## config.mk

```make
export PLATFORM = sky130hd
export DESIGN_NAME = c_operator_lexer
export DESIGN_NICKNAME = d
export VERILOG_FILES = /design/src/col_pkg.sv /design/src/c_operator_lexer.sv /design/src/col_front.sv /design/src/col_queue.sv /design/src/col_back.sv
export SDC_FILE = /design/constraint.sdc
export NUM_CORES = 1
export LEC_CHECK = 0
export ABC_AREA = 0
export BUFFER_PORTS_ARGS = -buffer_cell sky130_fd_sc_hd__buf_2
export CORE_ASPECT_RATIO = 1.5
export CORE_MARGIN = 1.5
export CORE_UTILIZATION = 25
export DETAILED_ROUTE_END_ITERATION = 10
export GPL_TIMING_DRIVEN = 0
export PLACE_DENSITY = 0.48
export SYNTH_ARGS = -nofsm -noshare
export SYNTH_HDL_FRONTEND = slang
export SYNTH_HIERARCHICAL = 1
export SYNTH_SLANG_ARGS = --single-unit
```

## constraint.sdc

```tcl
create_clock -name clk -period 7.6 [get_ports clk]
set_input_delay 1.52 -clock clk [delete_from_list [all_inputs] [get_ports clk]]
set_output_delay 1.52 -clock clk [all_outputs]
set_load 0.1 [all_outputs]
```

## src/col_pkg.sv

```systemverilog
// Shared types and constants for the C operator lexer.
package col_pkg;

  // Most results one source byte can cause.
  localparam int MAX_RES = 3;
  // Depth of the bundle queue between scanner and output serializer.
  localparam int QUEUE_DEPTH = 4;
  localparam int QPTR_W = $clog2(QUEUE_DEPTH);
  localparam int QCNT_W = $clog2(QUEUE_DEPTH + 1);

  typedef enum logic [5:0] {
    TOK_NE          = 6'd0,
    TOK_NOT         = 6'd1,
    TOK_MOD_ASSIGN  = 6'd2,
    TOK_MOD         = 6'd3,
    TOK_ANDAND      = 6'd4,
    TOK_AND_ASSIGN  = 6'd5,
    TOK_AMP         = 6'd6,
    TOK_LPAREN      = 6'd7,
    TOK_RPAREN      = 6'd8,
    TOK_MUL_ASSIGN  = 6'd9,
    TOK_STAR        = 6'd10,
    TOK_INC         = 6'd11,
    TOK_ADD_ASSIGN  = 6'd12,
    TOK_PLUS        = 6'd13,
    TOK_COMMA       = 6'd14,
    TOK_DEC         = 6'd15,
    TOK_ARROW       = 6'd16,
    TOK_SUB_ASSIGN  = 6'd17,
    TOK_MINUS       = 6'd18,
    TOK_DOT         = 6'd19,
    TOK_DIV_ASSIGN  = 6'd20,
    TOK_SLASH       = 6'd21,
    TOK_SCOPE       = 6'd22,
    TOK_COLON       = 6'd23,
    TOK_SHL_ASSIGN  = 6'd24,
    TOK_SHL         = 6'd25,
    TOK_SPACESHIP   = 6'd26,
    TOK_LE          = 6'd27,
    TOK_LT          = 6'd28,
    TOK_EQ          = 6'd29,
    TOK_ASSIGN      = 6'd30,
    TOK_SHR_ASSIGN  = 6'd31,
    TOK_SHR         = 6'd32,
    TOK_GE          = 6'd33,
    TOK_GT          = 6'd34,
    TOK_QUEST       = 6'd35,
    TOK_LBRACK      = 6'd36,
    TOK_RBRACK      = 6'd37,
    TOK_XOR_ASSIGN  = 6'd38,
    TOK_CARET       = 6'd39,
    TOK_LBRACE      = 6'd40,
    TOK_OROR        = 6'd41,
    TOK_OR_ASSIGN   = 6'd42,
    TOK_PIPE        = 6'd43,
    TOK_RBRACE      = 6'd44,
    TOK_TILDE       = 6'd45,
    TOK_SEMI        = 6'd46,
    TOK_CHAR        = 6'd47,
    TOK_STRING      = 6'd48,
    TOK_IDENT       = 6'd49
  } token_t;

  typedef enum logic [1:0] {
    KIND_PLAIN  = 2'd0,
    KIND_HEADER = 2'd1,
    KIND_CHAR   = 2'd2,
    KIND_END    = 2'd3
  } kind_t;

  typedef struct packed {
    token_t      code;
    kind_t       kind;
    logic [7:0]  val;
  } item_t;

  // All results of one source byte; count is 1..MAX_RES when queued.
  typedef struct packed {
    logic [1:0]                count;
    item_t [MAX_RES-1:0]       items;
  } bundle_t;

endpackage

```

## src/c_operator_lexer.sv

```systemverilog
// Top level of the C operator lexer: scanner, bundle queue and output serializer.
//
// Source bytes enter on the s_ side, one request per cycle, and tokens leave
// on the m_ side. The scanner takes a byte every cycle while the bundle queue
// has room; each byte yields zero to three result items (a pending punctuator
// plus the header and first character of a new identifier is one longest
// case), which are queued together as one bundle. The output side sends one
// item per cycle while m_tready is high; a byte's results wait in the bundle
// queue until earlier bundles have drained. The four-entry bundle queue lets
// input keep flowing at one byte per cycle while output is stalled
// or draining a burst; s_tready drops only when all four entries hold bundles.
// m_tlast marks the final item caused by one input byte. Text tokens (char
// constant, string, identifier) come out as a header item, one item per
// character and an end item; every word is reported as an identifier.
// The end_of_input flag flushes a held punctuator or closes open text.
module c_operator_lexer import col_pkg::*; (
  input  logic        clk,
  input  logic        rst,
  input  logic        s_tvalid,
  output logic        s_tready,
  input  logic [7:0]  s_tdata,   // [7:0] ch
  input  logic        s_tuser,   // [0] end_of_input
  output logic        m_tvalid,
  input  logic        m_tready,
  output logic [15:0] m_tdata,   // [5:0] token_code, [13:6] char_value, [15:14] zero
  output logic [1:0]  m_tuser,   // [1:0] item_kind
  output logic        m_tlast
);

  logic    push;
  bundle_t push_data;
  logic    full;
  logic    head_valid;
  bundle_t head;
  logic    pop;

  // Accept a byte whenever the queue can take a bundle.
  assign s_tready = !full;

  // Classify the byte and build its bundle.
  col_front u_front (
    .clk          (clk),
    .rst          (rst),
    .in_valid     (s_tvalid),
    .in_ready     (s_tready),
    .ch           (s_tdata),
    .end_of_input (s_tuser),
    .push         (push),
    .bundle       (push_data)
  );

  // Hold bundles until the output side drains them.
  col_queue u_queue (
    .clk        (clk),
    .rst        (rst),
    .push       (push),
    .push_data  (push_data),
    .full       (full),
    .head_valid (head_valid),
    .head       (head),
    .pop        (pop)
  );

  // Advance through the head bundle one item per output request.
  col_back u_back (
    .clk        (clk),
    .rst        (rst),
    .head_valid (head_valid),
    .head       (head),
    .pop        (pop),
    .m_tvalid   (m_tvalid),
    .m_tready   (m_tready),
    .m_tdata    (m_tdata),
    .m_tuser    (m_tuser),
    .m_tlast    (m_tlast)
  );

endmodule

```

## src/col_front.sv

```systemverilog
// Scanner front end: classifies each source byte and forms its result bundle.
module col_front import col_pkg::*; (
  input  logic      clk,
  input  logic      rst,
  input  logic      in_valid,
  input  logic      in_ready,
  input  logic [7:0] ch,
  input  logic      end_of_input,
  output logic      push,
  output bundle_t   bundle
);

  typedef enum logic [2:0] {
    M_IDLE,
    M_PUNCT,
    M_WORD,
    M_TEXT,
    M_ESC
  } mode_t;

  typedef enum logic [1:0] {
    EXT_NONE,
    EXT_DONE,
    EXT_HOLD
  } ext_t;

  typedef enum logic [2:0] {
    ST_SKIP,
    ST_SINGLE,
    ST_HOLD,
    ST_QCHAR,
    ST_QSTRING,
    ST_WORD
  } start_t;

  typedef struct packed {
    ext_t   kind;
    token_t code;
  } ext_res_t;

  typedef struct packed {
    start_t cls;
    token_t code;
  } start_res_t;

  localparam logic [1:0] TK_NONE   = 2'd0;
  localparam logic [1:0] TK_CHAR   = 2'd1;
  localparam logic [1:0] TK_STRING = 2'd2;
  localparam logic [1:0] TK_IDENT  = 2'd3;

  localparam logic [7:0] CH_SQUOTE = 8'h27;
  localparam logic [7:0] CH_DQUOTE = 8'h22;
  localparam logic [7:0] CH_BSLASH = 8'h5C;
  localparam logic [7:0] CH_UNDER  = 8'h5F;
  localparam logic [7:0] CH_FF     = 8'hFF;

  function automatic ext_res_t extend(input token_t p, input logic [7:0] c);
    ext_res_t r;
    r = '{kind: EXT_NONE, code: TOK_NE};
    case (p)
      TOK_NOT:   if (c == 8'h3D) r = '{EXT_DONE, TOK_NE};
      TOK_MOD:   if (c == 8'h3D) r = '{EXT_DONE, TOK_MOD_ASSIGN};
      TOK_AMP: begin
        if (c == 8'h26) r = '{EXT_DONE, TOK_ANDAND};
        else if (c == 8'h3D) r = '{EXT_DONE, TOK_AND_ASSIGN};
      end
      TOK_STAR:  if (c == 8'h3D) r = '{EXT_DONE, TOK_MUL_ASSIGN};
      TOK_PLUS: begin
        if (c == 8'h2B) r = '{EXT_DONE, TOK_INC};
        else if (c == 8'h3D) r = '{EXT_DONE, TOK_ADD_ASSIGN};
      end
      TOK_MINUS: begin
        if (c == 8'h2D) r = '{EXT_DONE, TOK_DEC};
        else if (c == 8'h3E) r = '{EXT_DONE, TOK_ARROW};
        else if (c == 8'h3D) r = '{EXT_DONE, TOK_SUB_ASSIGN};
      end
      TOK_SLASH: if (c == 8'h3D) r = '{EXT_DONE, TOK_DIV_ASSIGN};
      TOK_COLON: if (c == 8'h3A) r = '{EXT_DONE, TOK_SCOPE};
      TOK_LT: begin
        if (c == 8'h3C) r = '{EXT_HOLD, TOK_SHL};
        else if (c == 8'h3D) r = '{EXT_HOLD, TOK_LE};
      end
      TOK_SHL:   if (c == 8'h3D) r = '{EXT_DONE, TOK_SHL_ASSIGN};
      TOK_LE:    if (c == 8'h3E) r = '{EXT_DONE, TOK_SPACESHIP};
      TOK_ASSIGN: if (c == 8'h3D) r = '{EXT_DONE, TOK_EQ};
      TOK_GT: begin
        if (c == 8'h3E) r = '{EXT_HOLD, TOK_SHR};
        else if (c == 8'h3D) r = '{EXT_DONE, TOK_GE};
      end
      TOK_SHR:   if (c == 8'h3D) r = '{EXT_DONE, TOK_SHR_ASSIGN};
      TOK_CARET: if (c == 8'h3D) r = '{EXT_DONE, TOK_XOR_ASSIGN};
      TOK_PIPE: begin
        if (c == 8'h7C) r = '{EXT_DONE, TOK_OROR};
        else if (c == 8'h3D) r = '{EXT_DONE, TOK_OR_ASSIGN};
      end
      default: r = '{kind: EXT_NONE, code: TOK_NE};
    endcase
    return r;
  endfunction

  function automatic start_res_t classify(input logic [7:0] c);
    start_res_t r;
    r = '{cls: ST_WORD, code: TOK_IDENT};
    case (c)
      8'h28: r = '{ST_SINGLE, TOK_LPAREN};
      8'h29: r = '{ST_SINGLE, TOK_RPAREN};
      8'h2C: r = '{ST_SINGLE, TOK_COMMA};
      8'h2E: r = '{ST_SINGLE, TOK_DOT};
      8'h3F: r = '{ST_SINGLE, TOK_QUEST};
      8'h5B: r = '{ST_SINGLE, TOK_LBRACK};
      8'h5D: r = '{ST_SINGLE, TOK_RBRACK};
      8'h7B: r = '{ST_SINGLE, TOK_LBRACE};
      8'h7D: r = '{ST_SINGLE, TOK_RBRACE};
      8'h7E: r = '{ST_SINGLE, TOK_TILDE};
      8'h3B: r = '{ST_SINGLE, TOK_SEMI};
      8'h21: r = '{ST_HOLD, TOK_NOT};
      8'h25: r = '{ST_HOLD, TOK_MOD};
      8'h26: r = '{ST_HOLD, TOK_AMP};
      8'h2A: r = '{ST_HOLD, TOK_STAR};
      8'h2B: r = '{ST_HOLD, TOK_PLUS};
      8'h2D: r = '{ST_HOLD, TOK_MINUS};
      8'h2F: r = '{ST_HOLD, TOK_SLASH};
      8'h3A: r = '{ST_HOLD, TOK_COLON};
      8'h3C: r = '{ST_HOLD, TOK_LT};
      8'h3D: r = '{ST_HOLD, TOK_ASSIGN};
      8'h3E: r = '{ST_HOLD, TOK_GT};
      8'h5E: r = '{ST_HOLD, TOK_CARET};
      8'h7C: r = '{ST_HOLD, TOK_PIPE};
      8'h09, 8'h0A, 8'h0D, 8'h20, CH_FF: r = '{ST_SKIP, TOK_IDENT};
      CH_SQUOTE: r = '{ST_QCHAR, TOK_CHAR};
      CH_DQUOTE: r = '{ST_QSTRING, TOK_STRING};
      default: r = '{cls: ST_WORD, code: TOK_IDENT};
    endcase
    return r;
  endfunction

  function automatic logic word_byte(input logic [7:0] c);
    return (c inside {[8'h30:8'h39], [8'h41:8'h5A], [8'h61:8'h7A]}) || (c == CH_UNDER);
  endfunction

  mode_t      mode, mode_next;
  token_t     pending, pending_next;
  logic [1:0] text_kind, text_kind_next;

  token_t     tcode;
  ext_res_t   ext;
  start_res_t st;
  logic       do_start;
  logic [1:0] n;
  logic [7:0] esc_val;
  logic [7:0] close_ch;
  logic       accept;

  assign accept = in_valid && in_ready;

  always_comb begin
    case (text_kind)
      TK_CHAR:   tcode = TOK_CHAR;
      TK_STRING: tcode = TOK_STRING;
      TK_IDENT:  tcode = TOK_IDENT;
      default:   tcode = TOK_SEMI;
    endcase
  end

  always_comb begin
    ext      = extend(pending, ch);
    st       = classify(ch);
    close_ch = (text_kind == TK_CHAR) ? CH_SQUOTE : CH_DQUOTE;
    case (ch)
      8'h6E:   esc_val = 8'h0A;
      8'h72:   esc_val = 8'h0D;
      8'h74:   esc_val = 8'h09;
      default: esc_val = ch;
    endcase

    n              = 2'd0;
    bundle         = '0;
    mode_next      = mode;
    pending_next   = pending;
    text_kind_next = text_kind;
    do_start       = 1'b0;

    if (end_of_input) begin
      if (mode == M_PUNCT) begin
        bundle.items[n] = '{code: pending, kind: KIND_PLAIN, val: 8'h00};
        n = n + 2'd1;
      end else if (mode != M_IDLE) begin
        bundle.items[n] = '{code: tcode, kind: KIND_END, val: 8'h00};
        n = n + 2'd1;
      end
      mode_next      = M_IDLE;
      pending_next   = TOK_NE;
      text_kind_next = TK_NONE;
    end else begin
      case (mode)
        M_PUNCT: begin
          if (ext.kind == EXT_HOLD) begin
            pending_next = ext.code;
          end else if (ext.kind == EXT_DONE) begin
            bundle.items[n] = '{code: ext.code, kind: KIND_PLAIN, val: 8'h00};
            n = n + 2'd1;
            mode_next = M_IDLE;
          end else begin
            bundle.items[n] = '{code: pending, kind: KIND_PLAIN, val: 8'h00};
            n = n + 2'd1;
            mode_next = M_IDLE;
            do_start  = 1'b1;
          end
        end
        M_WORD: begin
          if (word_byte(ch)) begin
            bundle.items[n] = '{code: TOK_IDENT, kind: KIND_CHAR, val: ch};
            n = n + 2'd1;
          end else begin
            bundle.items[n] = '{code: TOK_IDENT, kind: KIND_END, val: 8'h00};
            n = n + 2'd1;
            mode_next = M_IDLE;
            do_start  = 1'b1;
          end
        end
        M_TEXT: begin
          if (ch == CH_BSLASH) begin
            mode_next = M_ESC;
          end else if (ch == close_ch) begin
            bundle.items[n] = '{code: tcode, kind: KIND_END, val: 8'h00};
            n = n + 2'd1;
            mode_next = M_IDLE;
          end else begin
            bundle.items[n] = '{code: tcode, kind: KIND_CHAR, val: ch};
            n = n + 2'd1;
          end
        end
        M_ESC: begin
          bundle.items[n] = '{code: tcode, kind: KIND_CHAR, val: esc_val};
          n = n + 2'd1;
          mode_next = M_TEXT;
        end
        default: begin
          mode_next = M_IDLE;
          do_start  = 1'b1;
        end
      endcase

      if (do_start) begin
        case (st.cls)
          ST_SKIP: begin
          end
          ST_SINGLE: begin
            bundle.items[n] = '{code: st.code, kind: KIND_PLAIN, val: 8'h00};
            n = n + 2'd1;
          end
          ST_HOLD: begin
            pending_next = st.code;
            mode_next    = M_PUNCT;
          end
          ST_QCHAR: begin
            text_kind_next = TK_CHAR;
            mode_next      = M_TEXT;
            bundle.items[n] = '{code: TOK_CHAR, kind: KIND_HEADER, val: 8'h00};
            n = n + 2'd1;
          end
          ST_QSTRING: begin
            text_kind_next = TK_STRING;
            mode_next      = M_TEXT;
            bundle.items[n] = '{code: TOK_STRING, kind: KIND_HEADER, val: 8'h00};
            n = n + 2'd1;
          end
          default: begin
            text_kind_next = TK_IDENT;
            mode_next      = M_WORD;
            bundle.items[n] = '{code: TOK_IDENT, kind: KIND_HEADER, val: 8'h00};
            n = n + 2'd1;
            bundle.items[n] = '{code: TOK_IDENT, kind: KIND_CHAR, val: ch};
            n = n + 2'd1;
          end
        endcase
      end
    end
    bundle.count = n;
  end

  assign push = accept && (n != 2'd0);

  always_ff @(posedge clk) begin
    if (rst) begin
      mode      <= M_IDLE;
      pending   <= TOK_NE;
      text_kind <= TK_NONE;
    end else if (accept) begin
      mode      <= mode_next;
      pending   <= pending_next;
      text_kind <= text_kind_next;
    end
  end

  a_pend_nonzero: assert property (@(posedge clk) disable iff (rst)
    mode == M_PUNCT |-> pending != TOK_NE)
    else $error("punctuator pending with no prefix code");

  a_text_kind_set: assert property (@(posedge clk) disable iff (rst)
    (mode == M_TEXT || mode == M_ESC) |-> (text_kind == TK_CHAR || text_kind == TK_STRING))
    else $error("quoted text open without a quote kind");

  a_idle_after_eoi: assert property (@(posedge clk) disable iff (rst)
    accept && end_of_input |=> mode == M_IDLE && text_kind == TK_NONE)
    else $error("scanner not idle after end of input");

endmodule

```

## src/col_queue.sv

```systemverilog
// Short queue of result bundles between the scanner and the output side.
module col_queue import col_pkg::*; (
  input  logic    clk,
  input  logic    rst,
  input  logic    push,
  input  bundle_t push_data,
  output logic    full,
  output logic    head_valid,
  output bundle_t head,
  input  logic    pop
);

  bundle_t             mem [QUEUE_DEPTH];
  logic [QPTR_W-1:0]   wr_ptr;
  logic [QPTR_W-1:0]   rd_ptr;
  logic [QCNT_W-1:0]   count;

  assign full       = (count == QCNT_W'(QUEUE_DEPTH));
  assign head_valid = (count != '0);
  assign head       = mem[rd_ptr];

  always_ff @(posedge clk) begin
    if (push) begin
      mem[wr_ptr] <= push_data;
    end
  end

  always_ff @(posedge clk) begin
    if (rst) begin
      wr_ptr <= '0;
      rd_ptr <= '0;
      count  <= '0;
    end else begin
      if (push) begin
        wr_ptr <= wr_ptr + QPTR_W'(1);
      end
      if (pop) begin
        rd_ptr <= rd_ptr + QPTR_W'(1);
      end
      case ({push, pop})
        2'b10:   count <= count + QCNT_W'(1);
        2'b01:   count <= count - QCNT_W'(1);
        default: count <= count;
      endcase
    end
  end

  a_no_overflow: assert property (@(posedge clk) disable iff (rst)
    push |-> !full)
    else $error("bundle pushed into a full queue");

  a_no_underflow: assert property (@(posedge clk) disable iff (rst)
    pop |-> head_valid)
    else $error("bundle popped from an empty queue");

  a_nonempty_bundle: assert property (@(posedge clk) disable iff (rst)
    head_valid |-> head.count != 2'd0)
    else $error("empty bundle at queue head");

endmodule

```

## src/col_back.sv

```systemverilog
// Output serializer: sends the items of each queued bundle one per cycle while m_tready is high.
module col_back import col_pkg::*; (
  input  logic        clk,
  input  logic        rst,
  input  logic        head_valid,
  input  bundle_t     head,
  output logic        pop,
  output logic        m_tvalid,
  input  logic        m_tready,
  output logic [15:0] m_tdata,
  output logic [1:0]  m_tuser,
  output logic        m_tlast
);

  logic [1:0] idx;
  item_t      cur;
  logic       final_item;
  logic       send;

  assign cur        = head.items[idx];
  assign final_item = (idx == head.count - 2'd1);
  assign send       = m_tvalid && m_tready;

  assign m_tvalid = head_valid;
  assign m_tdata  = {2'b00, cur.val, cur.code};
  assign m_tuser  = cur.kind;
  assign m_tlast  = final_item;
  assign pop      = send && final_item;

  always_ff @(posedge clk) begin
    if (rst) begin
      idx <= 2'd0;
    end else if (send) begin
      idx <= final_item ? 2'd0 : idx + 2'd1;
    end
  end

  a_idx_in_range: assert property (@(posedge clk) disable iff (rst)
    head_valid |-> idx < head.count)
    else $error("item index past end of bundle");

  a_idx_hold: assert property (@(posedge clk) disable iff (rst)
    m_tvalid && !m_tready |=> $stable(idx))
    else $error("item index moved while output stalled");

  a_restart: assert property (@(posedge clk) disable iff (rst)
    pop |=> idx == 2'd0)
    else $error("item index not rewound after bundle");

endmodule
```

==> results of run 1 <==
state kept, by name (all words and copies together) (netlist names), named ones only:
signal	flops
u_queue/count	3
u_front/mode	3
u_queue/rd_ptr	2
u_queue/mem	200
u_front/text_kind	2
u_queue/wr_ptr	2
u_front/pending	6
u_back/idx	2
through the flow:
stage	cell area [µm²]	setup slack (ns)	total power [mW]	hold WS [ns]
floorplan	11400	1.21	1.79	0.454
global placement	12200	-1.49	1.91	0.482
detailed placement	12200	-0.0523	1.91	0.495
CTS	12900	0.439	2.93	0.505
global route	12900	0.175	3.00	0.550
finish	12900	0.696	2.89	0.498
final cells by class:
cell class / instances / share of cell area (%)
buffer: 74 / 3.50
clock buffer: 24 / 4.16
clock inverter: 11 / 0.902
inverter: 17 / 0.495
multi-input combinational: 561 / 34.2
sequential: 222 / 50.0
tap: 582 / 5.64
timing repair buffer: 29 / 1.12
layout by cell type, fill, tap and decap left out, types with 6 or more instances in the layout:
master     count
clkbuf_1      39
o21ai_0       47
a22oi_1        6
o22ai_1        7
nor3_1        19
nor2_1        39
nor3b_1       10
o211ai_1       8
a31oi_1        7
and2_1        11
nand3_1       23
and4b_1        6
clkinv_2       6
nand4_1       14
nor4_1        11
mux2i_1       22
conb_1         6
ha_1           7
clkbuf_16     21
a32oi_1        6
a211oi_1       8
buf_2         43
edfxtp_1     200
and3_1         7
buf_4         12
or3_1          6
a21oi_1       38
nand2b_1      15
mux4_2        50
xor2_1         9
nand2_1       62
inv_1         16
nor2b_1       16
dfxtp_1       22
cell families (layout without fill, tap and decap cells):
kind of cell	after synthesis	in the layout	synth area share (%)
simple gates	285	285	14.4
fa+ha+maj	8	8	0.948
flops	222	222	56.8
compound gates	177	177	10.3
other cells	2	6	0.0662
xor+xnor	13	13	1.00
buf+inv	91	155	4.54
mux	72	72	11.9
power by group through the flow:
stage / clock, mW / sequential (mW) / combinational [mW]
finish: 1.02 / 1.40 / 0.473
CTS: 1.05 / 1.40 / 0.481
global placement: 0 / 1.43 / 0.476
detailed placement: 0 / 1.43 / 0.480
floorplan: 0 / 1.43 / 0.367
global route: 1.09 / 1.41 / 0.506
worst max-delay path: cells and delay by family:
family	cells	cell delay, ns
and+or+nand+nor	6	1.66
xor gates and xnor gates	1	0.14
buffers and inverters	6	1.75
adders and majority gates	3	0.86
AOI/OAI and AO/OA	6	1.40
metal layers:
layer / vias up / track usage [%]
met5: - / 0
met4: 0 / 6.00
met3: 60 / 1.08
met2: 184 / 25.7
met1: 3802 / 14.9
li1: 3508 / -
worst min-delay path by stage:
stage	from	endpoint	slack, ns	cells after the start
CTS	u_queue/count[2]	u_queue/count[2]	0.50	2
global route	u_queue/count[2]	u_queue/count[2]	0.55	2
floorplan	u_front/text_kind[0]	u_front/text_kind[0]	0.45	2
finish	u_queue/count[2]	u_queue/count[2]	0.50	2
global placement	u_queue/count[2]	u_queue/count[2]	0.48	2
detailed placement	u_queue/count[2]	u_queue/count[2]	0.50	2
what timing repair did:
item / in CTS / in global routing
resized for setup: 0 / 1
buffers inserted: 0 / 0
endpoints found under the setup margin: 0 / 1
hold endpoints to repair: 0 / 0
==> flow_metrics.env, run 1 <==
export IMPL_setup_viol=0
export IMPL_final_seq_area_um2=6450
export IMPL_die_w_um=177
export IMPL_multiInputGateArea_um2=4410
export IMPL_drt_wl_total_um=31400
export IMPL_outcome="finished clean"
export IMPL_critical_path_max_stage_delay_ns=0.47
export IMPL_async_flop_share_pct=0
export IMPL_synth_seq_cells=222
export IMPL_max_freq_mhz=145
export IMPL_r2r_end="u_queue/count[2]"
export IMPL_drv_slew=0
export IMPL_ys_types=86
export IMPL_area_growth_pct=13.7
export IMPL_rrSetupSlack_ns=1.84
export IMPL_clk_latency_ns=0.51
export IMPL_grt_pass1_wl_um=47500
export IMPL_top_layer="met4"
export IMPL_crit_end="u_queue/count[2]"
export IMPL_clk_pin_slew_ns=0.06
export IMPL_synthFlopType="edfxtp_1"
export IMPL_synth_edff_count=200
export IMPL_synth_warnings=6
export IMPL_hold_viol_final=0
export IMPL_p_seq_share_pct=48.5
export IMPL_worst_pin_slew_ns=1.21
export IMPL_die_h_um=264
export IMPL_overflow=0
export IMPL_synth_cells=870
export IMPL_drtAntennaViolNets=0
export IMPL_critPathRequiredTime_ns=8.03
export IMPL_gp_congestion=0.885
export IMPL_fin_tns_setup_ns=0
export IMPL_crit_fanout=10
export IMPL_via_count=7554
export IMPL_crit_start="s_tdata[4]"
export IMPL_r2r_start="u_front/pending[3]"
export IMPL_worstPathCellList="buf_2 -> clkbuf_1 -> and4bb_2 -> clkbuf_1 -> clkbuf_1 -> nand2_1 -> a21oi_1 -> a211oi_1 -> and4_1 -> ha_1 -> nor2_1 -> or3_1 -> clkbuf_1 -> a21oi_1 -> a211oi_2 -> o21ba_1 -> inv_1 -> ha_1 -> fa_1 -> xnor2_1 -> or3_1 -> a21oi_1"
export IMPL_synth_top_area_share_pct=52.9
export IMPL_syn_avg_cell_area_um2=13.0
export IMPL_dp_hpwl_um=22600
export IMPL_fin_skew_ns=0.0199
export IMPL_fp_dieArea_um2=46700
export IMPL_critPathKind="in -> reg"
export IMPL_synthTopCellsByCount="200 x edfxtp_1, 62 x nand2_1, 50 x mux4_2"
export IMPL_coreArea_um2=44800
export IMPL_fill_cells=4514
export IMPL_clkPwrFrac_pct=35.1
export IMPL_cts_hold_buffers=0
export IMPL_crit_slowest_cell="clkbuf_1"
export IMPL_grt_setup_unrepaired="false"
export IMPL_firstDrtPassIters=5
export IMPL_arrival_ns=7.34
export IMPL_swShare_pct=27.6
export IMPL_final_core_util_pct=28.8
export IMPL_wl_met3_um=867
export IMPL_p_int_mw=2.09
export IMPL_stdcell_count=1520
export IMPL_layout_drive_gt1_share_pct=17.8
export IMPL_drt_wirelength_per_cell_um=20.7
export IMPL_finalCriticalPeriod_ns=6.90
export IMPL_cp_end_kind="register"
export IMPL_cts_tree="built"
export IMPL_maxCapViolCount=0
export IMPL_hold_class="reg -> reg"
export IMPL_antenna_cells=0
export IMPL_p_leak_nw=4.04
export IMPL_ir_worst_vdd_mv=0.133
export IMPL_cts_sinks=222
export IMPL_timing_final_crit_share_pct=90.8
export IMPL_seq_area_frac_synth_pct=56.8
export IMPL_start_util_pct=25.3
export IMPL_net_switching_power_uw=797
export IMPL_synthMostInstantiatedCell="edfxtp_1"
export IMPL_cp_start_kind="input port"
export IMPL_antenna_found_initial=0
export IMPL_crit_path_frequent_cell="clkbuf_1"
export IMPL_io_pins=34
export IMPL_yosysTopAreaCell="edfxtp_1"
export IMPL_nNetsFinal=946
export IMPL_cts_root_buf="clkbuf_16"
export IMPL_p_per_area_nw_per_um2=224
export IMPL_cts_buffers=20
export IMPL_met1Wirelength_um=12100
export IMPL_rows=95
export IMPL_drt_iter0_drc=449
export IMPL_dr_wl_met2_um=17100
export IMPL_track_usage_pct=13.5
export IMPL_combPwrFrac_pct=16.4
export IMPL_synth_area_top_cells="edfxtp_1 53%, mux4_2 9.9%, dfxtp_1 3.9%, o21ai_0 2.1%, nand2_1 2.1%"
export IMPL_grt_max_degree=51
export IMPL_cts_path_max_buffers=3
export IMPL_relSlewSlack_pct=17.1
export IMPL_route_detailed_drc=0
export IMPL_viasPerCell=4.97
export IMPL_cts_max_level=1
export IMPL_portBuffers=29
export IMPL_dp_cells=1485
export IMPL_first_global_vias=7760
export IMPL_syn_area_um2=11300
export IMPL_rr_worst_depth=19
Power figures use the tool's default switching activity.
==> inputs of run 2 (changes only) <==
--- a/config.mk
+++ b/config.mk
@@ -5,7 +5,7 @@
 export SDC_FILE = /design/constraint.sdc
 export NUM_CORES = 1
 export LEC_CHECK = 0
-export ABC_AREA = 0
+export ABC_AREA = 1
 export BUFFER_PORTS_ARGS = -buffer_cell sky130_fd_sc_hd__buf_2
 export CORE_ASPECT_RATIO = 1.5
 export CORE_MARGIN = 1.5
==> run 2 against run 1 <==
Clock power is 4% higher; cell area is 2.4% higher; combinational power is 100% higher; sequential share of layout area is 1.2 points lower; synthesized cell count is 43% higher.
==> flow_metrics.env, run 2 <==
export IMPL_maxCapViolCount=0
export IMPL_p_per_area_nw_per_um2=261
export IMPL_finalCriticalPeriod_ns=5.46
export IMPL_final_cell_mix="227 x nor2_1, 200 x edfxtp_1, 171 x nand2_1"
export IMPL_max_freq_mhz=183
export IMPL_synthFlopType="edfxtp_1"
export IMPL_fin_skew_ns=0.00937
export IMPL_layout_drive_gt1_share_pct=13.9
export IMPL_cts_tree="built"
export IMPL_rows=96
export IMPL_viasPerCell=4.78
export IMPL_timing_final_crit_share_pct=71.9
export IMPL_grt_max_degree=34
export IMPL_syn_avg_cell_area_um2=9.28
export IMPL_reg_largest_list="u_queue/mem x200, u_front/pending x6"
export IMPL_via_count=9112
export IMPL_cts_root_buf="clkbuf_16"
export IMPL_area_growth_pct=14.3
export IMPL_swShare_pct=35.0
export IMPL_synth_edff_count=200
export IMPL_route_detailed_drc=0
export IMPL_synth_area_top_cells="edfxtp_1 52%, nor2_1 7.4%, nand2_1 5.6%, dfxtp_1 3.8%, o21ai_0 3.8%"
export IMPL_drv_slew=0
export IMPL_p_leak_nw=5.10
export IMPL_clk_pin_slew_ns=0.06
export IMPL_coreArea_um2=45600
export IMPL_overflow=0
export IMPL_post_cts_repair_setup_buffers=0
export IMPL_cp_end_kind="register"
export IMPL_crit_fanout=32
export IMPL_p_seq_share_pct=41.3
export IMPL_outcome="finished clean"
export IMPL_grt_pass1_wl_um=55200
export IMPL_ys_types=49
export IMPL_cts_buffers=21
export IMPL_syn_area_um2=11600
export IMPL_ir_worst_vdd_mv=0.120
export IMPL_drt_iter0_drc=609
export IMPL_multiInputGateArea_um2=4120
export IMPL_hold_class="reg -> reg"
export IMPL_synth_cells=1246
export IMPL_io_pins=34
export IMPL_firstDrtPassIters=5
export IMPL_start_util_pct=25.3
export IMPL_drt_wl_total_um=36700
export IMPL_worst_pin_slew_ns=0.766
export IMPL_yosysTopAreaCell="edfxtp_1"
export IMPL_portBuffers=27
export IMPL_fp_dieArea_um2=47600
export IMPL_cts_path_max_buffers=3
export IMPL_largest_register="u_queue/mem"
export IMPL_first_global_vias=9138
export IMPL_largest_reg_flops=200
export IMPL_final_core_util_pct=28.9
export IMPL_fin_tns_setup_ns=0
export IMPL_clkPwrFrac_pct=30.8
export IMPL_synth_warnings=6
export IMPL_nNetsFinal=1325
export IMPL_layout_commonest_cell="nor2_1"
export IMPL_antenna_found_initial=1
export IMPL_dp_hpwl_um=27000
export IMPL_critPathKind="in -> reg"
export IMPL_relSlewSlack_pct=48.8
export IMPL_critPathRequiredTime_ns=7.79
export IMPL_synthTopCellsByCount="227 x nor2_1, 200 x edfxtp_1, 171 x nand2_1"
export IMPL_place_area_um2=12500
export IMPL_p_int_mw=2.24
export IMPL_net_switching_power_mw=1.21
export IMPL_drtAntennaViolNets=0
export IMPL_cts_sinks=222
export IMPL_final_seq_area_um2=6450
export IMPL_combPwrFrac_pct=27.9
export IMPL_die_h_um=266
export IMPL_synth_top_area_share_pct=52.0
export IMPL_gp_congestion=0.875
export IMPL_antenna_cells=0
export IMPL_arrival_ns=5.65
export IMPL_cts_hold_buffers=0
export IMPL_clk_latency_ns=0.51
export IMPL_grt_setup_unrepaired="false"
export IMPL_cts_max_level=1
export IMPL_setup_viol=0
export IMPL_drt_wirelength_per_cell_um=19.3
export IMPL_final_area_um2=13200
export IMPL_synthMostInstantiatedCell="nor2_1"
export IMPL_post_cts_resized=0
export IMPL_hold_viol_final=0
export IMPL_track_usage_pct=15.5
export IMPL_cp_start_kind="input port"
export IMPL_async_flop_share_pct=0
export IMPL_fill_cells=4833
export IMPL_die_w_um=179
export IMPL_seq_area_frac_synth_pct=55.8
export IMPL_synth_seq_cells=222
## run 2: cell count changes in the layout (fill, tap and decap cells not counted), sizes merged, moves of 10 or more
| cell | previous run | this run |
|---|---|---|
| mux2i | 22 | 0 |
| o22ai | 7 | 50 |
| nand2 | 62 | 190 |
| nand2b | 15 | 0 |
| clkbuf | 60 | 34 |
| mux4 | 50 | 0 |
| nor2b | 16 | 0 |
| nand3 | 25 | 73 |
| nor3b | 10 | 0 |
| inv | 18 | 107 |
| buf | 67 | 86 |
| and2 | 17 | 0 |
| nor2 | 39 | 245 |
| o21ai | 52 | 172 |
## run 2: logic make-up (layout without fill, tap and decap cells)
logic type | count (synthesis) | in the layout | synth area share (%)
AND/OR/NAND/NOR | 561 | 561 | 21.4
AO/OA/AOI/OAI | 281 | 281 | 13.1
flip-flops | 222 | 222 | 55.8
buffers and inverters | 171 | 239 | 8.69
adder cells (fa/ha/maj) | 8 | 8 | 0.931
other | 2 | 6 | 0.0650
XOR/XNOR | 1 | 1 | 0.0758
## run 2: per-stage QoR
step | setup WS, ns | hold WS, ns | power (mW) | instances
finish | 2.14 | 0.444 | 3.45 | 1906
global route | 1.63 | 0.494 | 3.57 | 1906
CTS | 2.18 | 0.442 | 3.47 | 1906
detailed placement | 1.66 | 0.436 | 2.42 | 1869
global placement | 0.360 | 0.428 | 2.41 | 1865
floorplan | 2.34 | 0.412 | 2.16 | 1250
## run 2: worst paths after layout
| kind | cells after the start | to | slack, ns | startpoint |
|---|---|---|---|---|
| worst min-delay path | 1 | register | 0.44 | u_queue/rd_ptr[1] |
| worst max register to register | 22 | u_queue/mem[0][33] | 2.98 | u_front/pending[4] |
| worst max-delay path | 23 | u_queue/mem[0][33] | 2.14 | s_tdata[1] |
| worst min register to register | 1 | register | 0.44 | u_queue/rd_ptr[1] |
## run 2: cell type report
class	count	area share, %
tap	588	5.57
sequential	222	48.8
timing repair buffer	31	1.63
multi-input combinational	857	31.2
buffer	62	4.31
clock inverter	9	0.928
clock buffer	28	4.25
inverter	109	3.30
## run 2: power by group through the flow
stage	Combinational, mW	Clock [mW]	Sequential [mW]
2_1_floorplan	0.717	0	1.45
3_3_place_gp	0.960	0	1.45
3_5_place_dp	0.967	0	1.45
4_1_cts	0.969	1.08	1.42
5_1_grt	1.02	1.12	1.43
6_report	0.961	1.06	1.42
## run 2: per-layer routing
metal	vias up	track usage, %	wire, µm
met2	262	30.0	20000
met1	4344	17.0	13900
li1	4427	-	-
met5	-	0	0
met3	79	0.970	1290
met4	0	6.80	1530
## run 2: critical path, cell delays in order
cell and delay [ns]:
buf_4 0.17, inv_2 0.22, nand2_2 0.16, nor2_4 0.18, nand2_1 0.09, buf_2 0.21
nor4_1 0.43, nor4_1 0.12, nand3_1 0.14, inv_1 0.06, ha_1 0.21, nor2_1 0.13
inv_1 0.16, nand2_1 0.14, buf_6 0.16, a31oi_1 0.06, nand3b_1 0.31, nand3_1 0.16
nand2_1 0.06, inv_1 0.13, nand2_1 0.08, inv_2 0.42, buf_12 0.31
==> inputs of run 3 (changes only) <==
--- a/config.mk
+++ b/config.mk
@@ -5,7 +5,7 @@
 export SDC_FILE = /design/constraint.sdc
 export NUM_CORES = 1
 export LEC_CHECK = 0
-export ABC_AREA = 1
+export ABC_AREA = 0
 export BUFFER_PORTS_ARGS = -buffer_cell sky130_fd_sc_hd__buf_2
 export CORE_ASPECT_RATIO = 1.5
 export CORE_MARGIN = 1.5
==> constraint.sdc (replaced) <==
create_clock -name clk -period 5.5 [get_ports clk]
set_input_delay 1.1 -clock clk [delete_from_list [all_inputs] [get_ports clk]]
set_output_delay 1.1 -clock clk [all_outputs]
set_load 0.1 [all_outputs]
==> run 3 against run 2 <==
Flip-flop and latch count unchanged; clock skew hardly changed; die area decreased by 1.8%; cell count down 20%; critical path type unchanged; clock-buffer cell count shrank 2; highest routed layer unchanged; largest cell class unchanged; via count is 17% lower; cell area down 1.1%; critical path depth unchanged; combinational power shrank 31%; sequential power is 37% higher; first-iteration DRC count decreased by 14%; setup slack worse by 1.9 ns.
==> flow_metrics.env, run 3 (synthesis gave the netlist of run 1 again) <==
export IMPL_outcome="finished clean"
export IMPL_fin_skew_ns=0.00953
export IMPL_viasPerCell=5.00
export IMPL_first_global_vias=7812
export IMPL_fill_cells=4516
export IMPL_cts_tree="built"
export IMPL_track_usage_pct=13.5
export IMPL_final_cell_mix="200 x edfxtp_1, 61 x nand2_1, 50 x mux4_2"
export IMPL_clk_latency_ns=0.50
export IMPL_r2r_end="u_queue/count[2]"
export IMPL_max_freq_mhz=191
export IMPL_crit_fanout=11
export IMPL_via_count=7596
export IMPL_drv_slew=0
export IMPL_cts_path_max_buffers=3
export IMPL_clkPwrFrac_pct=35.7
export IMPL_cts_sinks=222
export IMPL_cts_max_level=1
export IMPL_layout_drive_gt1_share_pct=20.1
export IMPL_coreArea_um2=44800
export IMPL_hold_viol_final=0
export IMPL_p_total_mw=4.05
export IMPL_setup_viol=0
export IMPL_gp_congestion=0.865
export IMPL_multiInputGateArea_um2=4520
export IMPL_ir_worst_vdd_mv=0.128
export IMPL_crit_start="s_tdata[7]"
export IMPL_die_w_um=177
export IMPL_portBuffers=29
export IMPL_cts_hold_buffers=0
export IMPL_largest_register="u_queue/mem"
export IMPL_drt_wirelength_per_cell_um=20.8
export IMPL_critical_path_max_stage_delay_ns=0.44
export IMPL_die_h_um=264
export IMPL_path_buf_inv=6
export IMPL_largest_reg_flops=200
export IMPL_critPathRequiredTime_ns=5.93
export IMPL_grt_max_degree=51
export IMPL_critPathKind="in -> reg"
export IMPL_arrival_ns=5.67
export IMPL_path_depth=23
export IMPL_drtAntennaViolNets=0
export IMPL_fp_dieArea_um2=46700
export IMPL_p_seq_share_pct=47.9
export IMPL_reg_largest_list="u_queue/mem x200, u_front/pending x6"
export IMPL_crit_end="u_queue/count[2]"
export IMPL_crit_slowest_cell="and4bb_4"
export IMPL_hold_class="reg -> reg"
export IMPL_combPwrFrac_pct=16.4
export IMPL_r2r_start="u_front/pending[3]"
export IMPL_cts_root_buf="clkbuf_16"
export IMPL_rows=95
export IMPL_final_seq_area_um2=6450
export IMPL_cp_end_kind="register"
export IMPL_cts_buffers=20
export IMPL_maxCapViolCount=0
export IMPL_p_per_area_nw_per_um2=310
export IMPL_worstPathCellList="buf_2 -> buf_2 -> and4bb_4 -> buf_6 -> nand2_1 -> a21oi_1 -> a211oi_2 -> and4_2 -> ha_1 -> inv_1 -> o21ai_0 -> a21oi_1 -> o32ai_4 -> nand2b_1 -> buf_2 -> a211oi_4 -> o21ba_4 -> inv_1 -> ha_1 -> fa_1 -> xnor2_1 -> or3_1 -> a21oi_1"
export IMPL_p_int_mw=2.96
export IMPL_start_util_pct=25.3
export IMPL_nNetsFinal=946
export IMPL_area_growth_pct=15.2
export IMPL_net_switching_power_mw=1.09
export IMPL_p_leak_nw=4.10
export IMPL_swShare_pct=27.0
export IMPL_cp_top_family="compound AO/OA/AOI/OAI gates"
export IMPL_firstDrtPassIters=5
export IMPL_worst_pin_slew_ns=0.912
export IMPL_drt_iter0_drc=524
export IMPL_relSlewSlack_pct=37.6
export IMPL_io_pins=34
export IMPL_rrSetupSlack_ns=0.45
export IMPL_dp_hpwl_um=22600
export IMPL_overflow=0
export IMPL_rr_worst_depth=21
export IMPL_route_detailed_drc=0
export IMPL_layout_commonest_cell="edfxtp_1"
export IMPL_finalCriticalPeriod_ns=5.24
export IMPL_final_core_util_pct=29.2
export IMPL_grt_pass1_wl_um=47900
export IMPL_antenna_found_initial=0
export IMPL_clk_pin_slew_ns=0.06
export IMPL_drt_wl_total_um=31600
export IMPL_timing_final_crit_share_pct=95.3
export IMPL_cp_start_kind="input port"
run 3: changes by cell type in the layout (fill, tap and decap cells not counted), sizes merged, moves of 15 or more:
cell    before  now
nand2      190   62
nand3       73   25
nor2b        0   16
o21ai      172   52
clkbuf      34   56
o22ai       50    7
inv        107   17
and2         0   17
nor2       245   39
nand2b       0   15
mux4         0   50
mux2i        0   22
run 3: power groups by stage:
stage / registers [mW] / clock network [mW] / logic, mW
2_1_floorplan: 1.97 / 0 / 0.509
3_3_place_gp: 1.97 / 0 / 0.657
3_5_place_dp: 1.98 / 0 / 0.660
4_1_cts: 1.94 / 1.49 / 0.663
5_1_grt: 1.94 / 1.54 / 0.707
6_report: 1.94 / 1.44 / 0.663
run 3: what timing repair did:
action | CTS | global route
endpoints found under the setup margin | 203 | 202
gates resized for setup | 11 | 30
gates cloned | 0 | 1
pin swaps | 1 | 5
buffers inserted | 1 | 5
run 3: how the worst min path moves through the flow:
stage                          from                    to  slack, ns  cells after the start
2_1_floorplan  u_front/text_kind[0]  u_front/text_kind[0]       0.45                      2
3_3_place_gp       u_queue/count[2]      u_queue/count[2]       0.48                      2
3_5_place_dp       u_queue/count[2]      u_queue/count[2]       0.50                      2
4_1_cts            u_queue/count[2]      u_queue/count[2]       0.50                      2
5_1_grt        u_front/text_kind[0]  u_front/text_kind[0]       0.56                      2
6_report           u_queue/count[2]      u_queue/count[2]       0.51                      2
run 3: layout make-up:
| class | instances | area share, % |
|---|---|---|
| sequential | 222 | 49.3 |
| multi-input combinational | 562 | 34.6 |
| tap | 582 | 5.57 |
| clock buffer | 26 | 4.24 |
| buffer | 67 | 3.41 |
| timing repair buffer | 35 | 1.47 |
| clock inverter | 7 | 0.862 |
| inverter | 17 | 0.488 |
| antenna | 1 | 0.0192 |
run 3: metrics by stage:
| step | setup TNS [ns] | setup WS (ns) | area [µm²] | instances | hold slack, ns |
|---|---|---|---|---|---|
| 5_1_grt | -0.0278 | -0.0278 | 13100 | 1518 | 0.556 |
| 4_1_cts | 0 | 0.00357 | 12900 | 1515 | 0.505 |
| 3_3_place_gp | -360.62 | -1.75 | 12200 | 1485 | 0.482 |
| 3_5_place_dp | -247.51 | -1.34 | 12300 | 1485 | 0.496 |
| 2_1_floorplan | 0 | 0.0877 | 11400 | 874 | 0.454 |
| 6_report | 0 | 0.259 | 13100 | 1519 | 0.506 |
run 3: worst register-to-register path, cell delays in order (launching register included):
cell and delay, ns:
dfxtp_1 0.31, clkbuf_1 0.29, nor4bb_2 0.66, nand4_1 0.17, a21oi_1 0.29, a211oi_2 0.08, and4_2 0.25, ha_1 0.33
inv_1 0.05, o21ai_0 0.14, a21oi_1 0.14, o32ai_4 0.17, nand2b_1 0.11, buf_2 0.21, a211oi_4 0.33, o21ba_4 0.23
inv_1 0.05, ha_1 0.23, fa_1 0.38, xnor2_1 0.14, or3_1 0.30, a21oi_1 0.14
run 3: layer usage:
metal / vias up / global-route usage, % / part of all wire [%]
met1: 3788 / 15.1 / 38
met2: 231 / 25.4 / 54
met5: - / 0 / 0
met3: 68 / 1.15 / 3.3
li1: 3509 / - / -
met4: 0 / 6.67 / 4.2
